`src/dlf_pkg.sv`:
```
`timescale 1ns / 1ps
// ============================================================================
// dlf_pkg: shared types and constants for the dense layer
// Field widths, request and mode codes, queue entry and state types.
// ============================================================================
package dlf_pkg;

    // fixed-point format and field widths
    localparam int FRAC_BITS  = 12;
    localparam int DATA_W     = 16;
    localparam int NIDX_W     = 4;
    localparam int IIDX_W     = 6;
    localparam int REQ_W      = 2;
    localparam int MODE_W     = 2;
    localparam int INUSE_W    = 7;
    localparam int NUSE_W     = 5;
    localparam int CFG_IDX_W  = 2;
    localparam int CFG_DATA_W = 7;

    // request codes
    localparam logic [REQ_W-1:0] REQ_WEIGHT = 2'd0;
    localparam logic [REQ_W-1:0] REQ_BIAS   = 2'd1;
    localparam logic [REQ_W-1:0] REQ_ELEM   = 2'd2;
    localparam logic [REQ_W-1:0] REQ_NONE   = 2'd3;   // ignored

    // activation modes (unused code acts as linear)
    localparam logic [MODE_W-1:0] ACT_LINEAR  = 2'd0;
    localparam logic [MODE_W-1:0] ACT_RELU    = 2'd1;
    localparam logic [MODE_W-1:0] ACT_SIGMOID = 2'd2;
    localparam logic [MODE_W-1:0] ACT_SPARE   = 2'd3;

    // configuration register indexes
    localparam logic [CFG_IDX_W-1:0] CFG_MODE    = 2'd0;
    localparam logic [CFG_IDX_W-1:0] CFG_INPUTS  = 2'd1;
    localparam logic [CFG_IDX_W-1:0] CFG_NEURONS = 2'd2;

    // bias reset: 0.01 rounded to the fixed-point grid
    localparam logic signed [DATA_W-1:0] BIAS_RESET =
        DATA_W'(((1 << FRAC_BITS) + 50) / 100);

    // sigmoid arithmetic, Q30
    localparam int Q_SHIFT = 30;
    localparam int Y_W     = 26;   // |x| << 10 fits 26 bits
    localparam int E_W     = 31;   // values up to 1.0 in Q30
    localparam int MUL_W   = 31;
    localparam logic [E_W-1:0] Q30_ONE = 31'h4000_0000;
    // reciprocals for y^3/6 (shift 24) and y^4/24 (shift 20), exact on range
    localparam logic [MUL_W-1:0] RECIP6  = 31'd2796203;
    localparam logic [MUL_W-1:0] RECIP24 = 31'd43691;

    // classified request kinds
    typedef enum logic [1:0] {
        KIND_WEIGHT,
        KIND_BIAS,
        KIND_ELEM,
        KIND_EVAL
    } t_kind;

    // queue entry between front and back
    typedef struct packed {
        t_kind                     kind;
        logic [NIDX_W-1:0]         nidx;
        logic [IIDX_W-1:0]         iidx;
        logic signed [DATA_W-1:0]  value;
    } t_job;

    typedef enum logic [2:0] {
        BK_IDLE,
        BK_MAC,
        BK_DRAIN,
        BK_ROUND,
        BK_ACT,
        BK_SIGW,
        BK_EMIT
    } t_back_state;

    typedef enum logic [3:0] {
        SG_IDLE,
        SG_Y2,
        SG_Y3,
        SG_D6,
        SG_Y4,
        SG_SERIES,
        SG_SQUARE,
        SG_DIVSET,
        SG_DIV,
        SG_DONE
    } t_sig_state;

endpackage

```
`src/dlf_front.sv`:
```
`timescale 1ns / 1ps
// ============================================================================
// dlf_front: request intake and classification
// Drops out-of-range or unused requests, tags the vector's closing element,
// and holds accepted requests in a two-entry queue for the back end.
// ============================================================================
module dlf_front #(
    parameter int NEURONS_MAX = 16,
    parameter int INPUTS_MAX  = 64
) (
    input  logic                               i_clk,
    input  logic                               i_rst_n,
    input  logic                               i_start,
    output logic                               o_busy,
    input  logic [dlf_pkg::REQ_W-1:0]          i_req_type,
    input  logic [dlf_pkg::NIDX_W-1:0]         i_nidx,
    input  logic [dlf_pkg::IIDX_W-1:0]         i_iidx,
    input  logic signed [dlf_pkg::DATA_W-1:0]  i_value,
    input  logic [dlf_pkg::INUSE_W-1:0]        i_inputs_in_use,
    output dlf_pkg::t_job                      o_job,
    output logic                               o_job_valid,
    input  logic                               i_job_pop
);
    import dlf_pkg::*;

    t_job         r_q [2];
    logic         r_wp;
    logic         r_rp;
    logic [1:0]   r_cnt;

    logic         w_n_ok;
    logic         w_i_ok;
    logic         w_keep;
    t_kind        w_kind;
    logic         w_push;
    logic         w_pop;

    assign w_n_ok = int'(i_nidx) < NEURONS_MAX;
    assign w_i_ok = int'(i_iidx) < INPUTS_MAX;

    // classify the request
    always_comb begin
        w_keep = 1'b0;
        w_kind = KIND_ELEM;
        case (i_req_type)
            REQ_WEIGHT: begin
                w_keep = w_n_ok && w_i_ok;
                w_kind = KIND_WEIGHT;
            end
            REQ_BIAS: begin
                w_keep = w_n_ok;
                w_kind = KIND_BIAS;
            end
            REQ_ELEM: begin
                w_keep = w_i_ok;
                w_kind = ({1'b0, i_iidx} == (i_inputs_in_use - 7'd1)) ? KIND_EVAL
                                                                       : KIND_ELEM;
            end
            default: begin
                w_keep = 1'b0;
                w_kind = KIND_ELEM;
            end
        endcase
    end

    assign o_busy      = (r_cnt == 2'd2);
    assign w_push      = i_start && !o_busy && w_keep;
    assign o_job_valid = (r_cnt != 2'd0);
    assign w_pop       = i_job_pop && o_job_valid;
    assign o_job       = r_q[r_rp];

    // queue pointers
    always_ff @(posedge i_clk) begin
        if (!i_rst_n) begin
            r_wp  <= 1'b0;
            r_rp  <= 1'b0;
            r_cnt <= 2'd0;
        end else begin
            if (w_push) r_wp <= ~r_wp;
            if (w_pop)  r_rp <= ~r_rp;
            r_cnt <= r_cnt + {1'b0, w_push} - {1'b0, w_pop};
        end
    end

    // queue storage
    always_ff @(posedge i_clk) begin
        if (w_push) begin
            r_q[r_wp] <= '{kind: w_kind, nidx: i_nidx, iidx: i_iidx, value: i_value};
        end
    end

endmodule

```
`config.mk`:
```
export PLATFORM = sky130hd
export DESIGN_NAME = dlf_front
export DESIGN_NICKNAME = d
export VERILOG_FILES = /design/src/dlf_pkg.sv /design/src/dlf_front.sv
export SDC_FILE = /design/constraint.sdc
export NUM_CORES = 1
export LEC_CHECK = 0
export ABC_CLOCK_PERIOD_IN_PS = 2350
export BUFFER_PORTS_ARGS = -buffer_cell sky130_fd_sc_hd__buf_2
export CAP_MARGIN = 25
export CORE_ASPECT_RATIO = 1.75
export CORE_UTILIZATION = 46
export DETAILED_ROUTE_END_ITERATION = 10
export GPL_ROUTABILITY_DRIVEN = 0
export PLACE_DENSITY_LB_ADDON = 0.2
export SYNTH_ARGS = -nofsm -noshare
export SYNTH_HDL_FRONTEND = slang
export SYNTH_SLANG_ARGS = --single-unit
export TNS_END_PERCENT = 100
```
`constraint.sdc`:
```
create_clock -name i_clk -period 2.35 [get_ports i_clk]
set_clock_uncertainty 0.05 [all_clocks]
set_input_delay 0.1175 -clock i_clk [delete_from_list [all_inputs] [get_ports i_clk]]
set_output_delay 0.1175 -clock i_clk [all_outputs]
set_load 0.05 [all_outputs]
```
==> results.cfg <==
[status]
status = complete, but fails checks
failed_checks = design-rule violations

[cts]
cts.sinks = 61
cts-resized-gates = 0
cts_root_buf = clkbuf_8
clock_latency_ps = 320
clk_pin_slew_ps = 60
htreeDepth = 3
cts_setup_buffers = 0
cts-buffers-inserted = 9
ctsHoldBuffers = 27
cts_tree = yes
cts_max_path_buffers = 2

[power_and_ir_drop]
power_frac_clock = 0.268
swShare = 0.3556
internal_power_mw = 2.335
p_leak_nw = 1.329
combPwrFrac = 0.354
p_per_area_nw_per_um2 = 1072
p_sw_mw = 1.288
seqPwrFrac = 0.378
ir_worst_vdd_v = 0.0009573
power_mw = 3.623

[sta]
tightest_slew_ps = 460.5
fmax_mhz = 512.6
period_needed_ps = 1951
max_slew_margin = 0.6927
finalHoldViolCount = 0
period_share = 0.8301
drv_slew = 0
finalSetupTns_ps = 0
holdWs_ps = 24.91
setup_viol = 0
rsz0062_at_grt = no

[logic_synthesis]
ys_ff_latch = 61
synth.distinct_cells = 28
synth_edf_count = 56
ys.flop_type = edfxtp_1
syn_area_um2 = 2455
synth_warnings = 0
async_flop_share = 0
synth_nets = 183
seq_area_frac_synth = 0.7258
syn_inst = 141
avgSynthCellArea_um2 = 17.41

[setup_path]
critPathRequiredTime_ps = 2520
crit_chain = or2_2 > and2_1 > ha_1 > inv_1 > ha_1 > xnor2_1 > xnor2_1 > and2_1
reg2reg_depth = 8
reg2reg_slack_ps = 400
crit_start = r_cnt[1]
crit_fanout = 3
end_kind = flip-flop
r2r-start = r_cnt[1]
slowest_stage = dfxtp_1
cp_num_cells = 8
cp-start-kind = flip-flop
reg2reg_to = r_cnt[1]
worstPathArrival_ps = 2120
path_delay_family = simple AND/OR/NAND/NOR gates
path_class = reg2reg
slowest_delay_ps = 330
endpoint = r_cnt[1]
critPathBufInv = 1

[finish]
final_cell_mix = buf_2 (68), edfxtp_1 (56), mux2_2 (28)
fin_util = 0.6673
drive_above_1_share = 0.4803
fill_cells = 375
nets = 291
areaGrowthSynthToFinish_pct = 37.61
mostFrequentLayoutCell = buf_2
antennaDiodeCount = 0
multiInputGateArea_um2 = 640.6
seqCellArea_um2 = 1782

[drt]
first_pass_iters = 7
post_drt_wl_per_cell_um = 14.90
post_drt_via_cell_ratio = 5.013
drc_errors = 4
ant_nets = 0
vias = 1544
routed_wl_mm = 4.589
drt_iter0_drc = 46

[floorplanning]
ioPinCount = 69
num_rows = 34
die-area_um2 = 5644
start_util = 0.4849
core_um2 = 5062
die_h_um = 98.64
die-width_um = 57.22

[global_routing]
grt_first_pass_wirelength_mm = 7.279
track_usage = 0.1803
grt_pass1_vias = 1690
overflow = 0
grt_max_degree = 18
antenna_found_initial = 0

[placed_design]
dpl.hpwl_mm = 3.171
io_buffer_count = 68

[min_path]
min_path_type = in2reg

[flow_run]
cap_violations = 0
## metal layers
layer | global-route usage | wire length, µm
met5 | 0 | 0
met2 | 0.3493 | 2687
met4 | 0.1069 | 93
met1 | 0.1629 | 1601
met3 | 0.03675 | 206
## worst register-to-register path: cells and delay by family, from the launching register on
family	cells	cell delay (ps)
flip-flops	1	330
AND/OR/NAND/NOR	3	650
XOR/XNOR	2	310
buffers and inverters	1	40
adder cells (fa/ha/maj)	2	470
## kinds of logic (layout without fill, tap and decap cells)
family                   Yosys count  in the layout  synth area share
flip-flops                        61             61            0.7258
multiplexers                      28             28            0.1284
XOR/XNOR                          10             10           0.03568
adder cells (fa/ha/maj)            3              3           0.01529
AO/OA/AOI/OAI                      7              7           0.02447
AND/OR/NAND/NOR                   23             23           0.05505
buffers and inverters              9            122           0.01528
## synth_stat cells (all sizes together) (2+ instances only)
| cell | count | area [µm²] |
|---|---|---|
| edfxtp | 56 | 1682 |
| mux2 | 28 | 315.3 |
| xnor2 | 8 | 70.07 |
| dfxtp | 5 | 100.1 |
| and2 | 4 | 25.02 |
| inv | 4 | 15.01 |
| nor2 | 4 | 15.01 |
| buf | 3 | 15.01 |
| ha | 3 | 37.54 |
| nand2b | 3 | 26.27 |
| nor2b | 3 | 18.77 |
| a21oi | 2 | 10.01 |
| nand2 | 2 | 7.510 |
| nor3 | 2 | 10.01 |
| xor2 | 2 | 17.52 |
## power groups by stage
| stage | logic (mW) | clock network, mW | registers, mW |
|---|---|---|---|
| after global placement | 1.22 | 0 | 1.38 |
| after CTS | 1.30 | 0.990 | 1.37 |
| final | 1.28 | 0.970 | 1.37 |
| after floorplan | 0.978 | 0 | 1.38 |
| after detailed placement | 1.25 | 0 | 1.39 |
| after global routing | 1.36 | 1.05 | 1.38 |
## worst min path at each step
stage	startpoint	endpoint	slack [ps]	cells past startpoint
2_1_floorplan	i_value[0]	r_q[0][0]	170	0
3_3_place_gp	i_value[4]	r_q[1][4]	260	1
3_5_place_dp	i_value[4]	r_q[0][4]	260	1
4_1_cts	i_iidx[2]	r_q[1][18]	10	1
5_1_grt	i_iidx[2]	r_q[0][18]	30	1
6_report	i_iidx[2]	r_q[0][18]	20	1
## layout make-up
cell class / instances / share of cell area
Timing Repair Buffer: 101 / 0.1941
Clock buffer: 9 / 0.03667
Multi-Input combinational cell: 71 / 0.1896
Tap cell: 54 / 0.02000
Sequential cell: 61 / 0.5274
Clock inverter: 7 / 0.02667
Inverter: 5 / 0.005556
## registers in the layout, summed over array words and instances (netlist names), named ones only
signal	cells
r_q	56
r_wp	1
r_rp	1
r_cnt	2
## stage by stage
step / cell area [µm²] / setup slack, ps / instances
after global routing: 3378 / 268.1 / 308
after CTS: 3378 / 388.1 / 308
after floorplan: 2460 / 59.82 / 141
after global placement: 2894 / 549.8 / 265
after detailed placement: 2894 / 411.5 / 265
final: 3378 / 399.1 / 308
No activity file was read; power rests on OpenSTA's default activity.
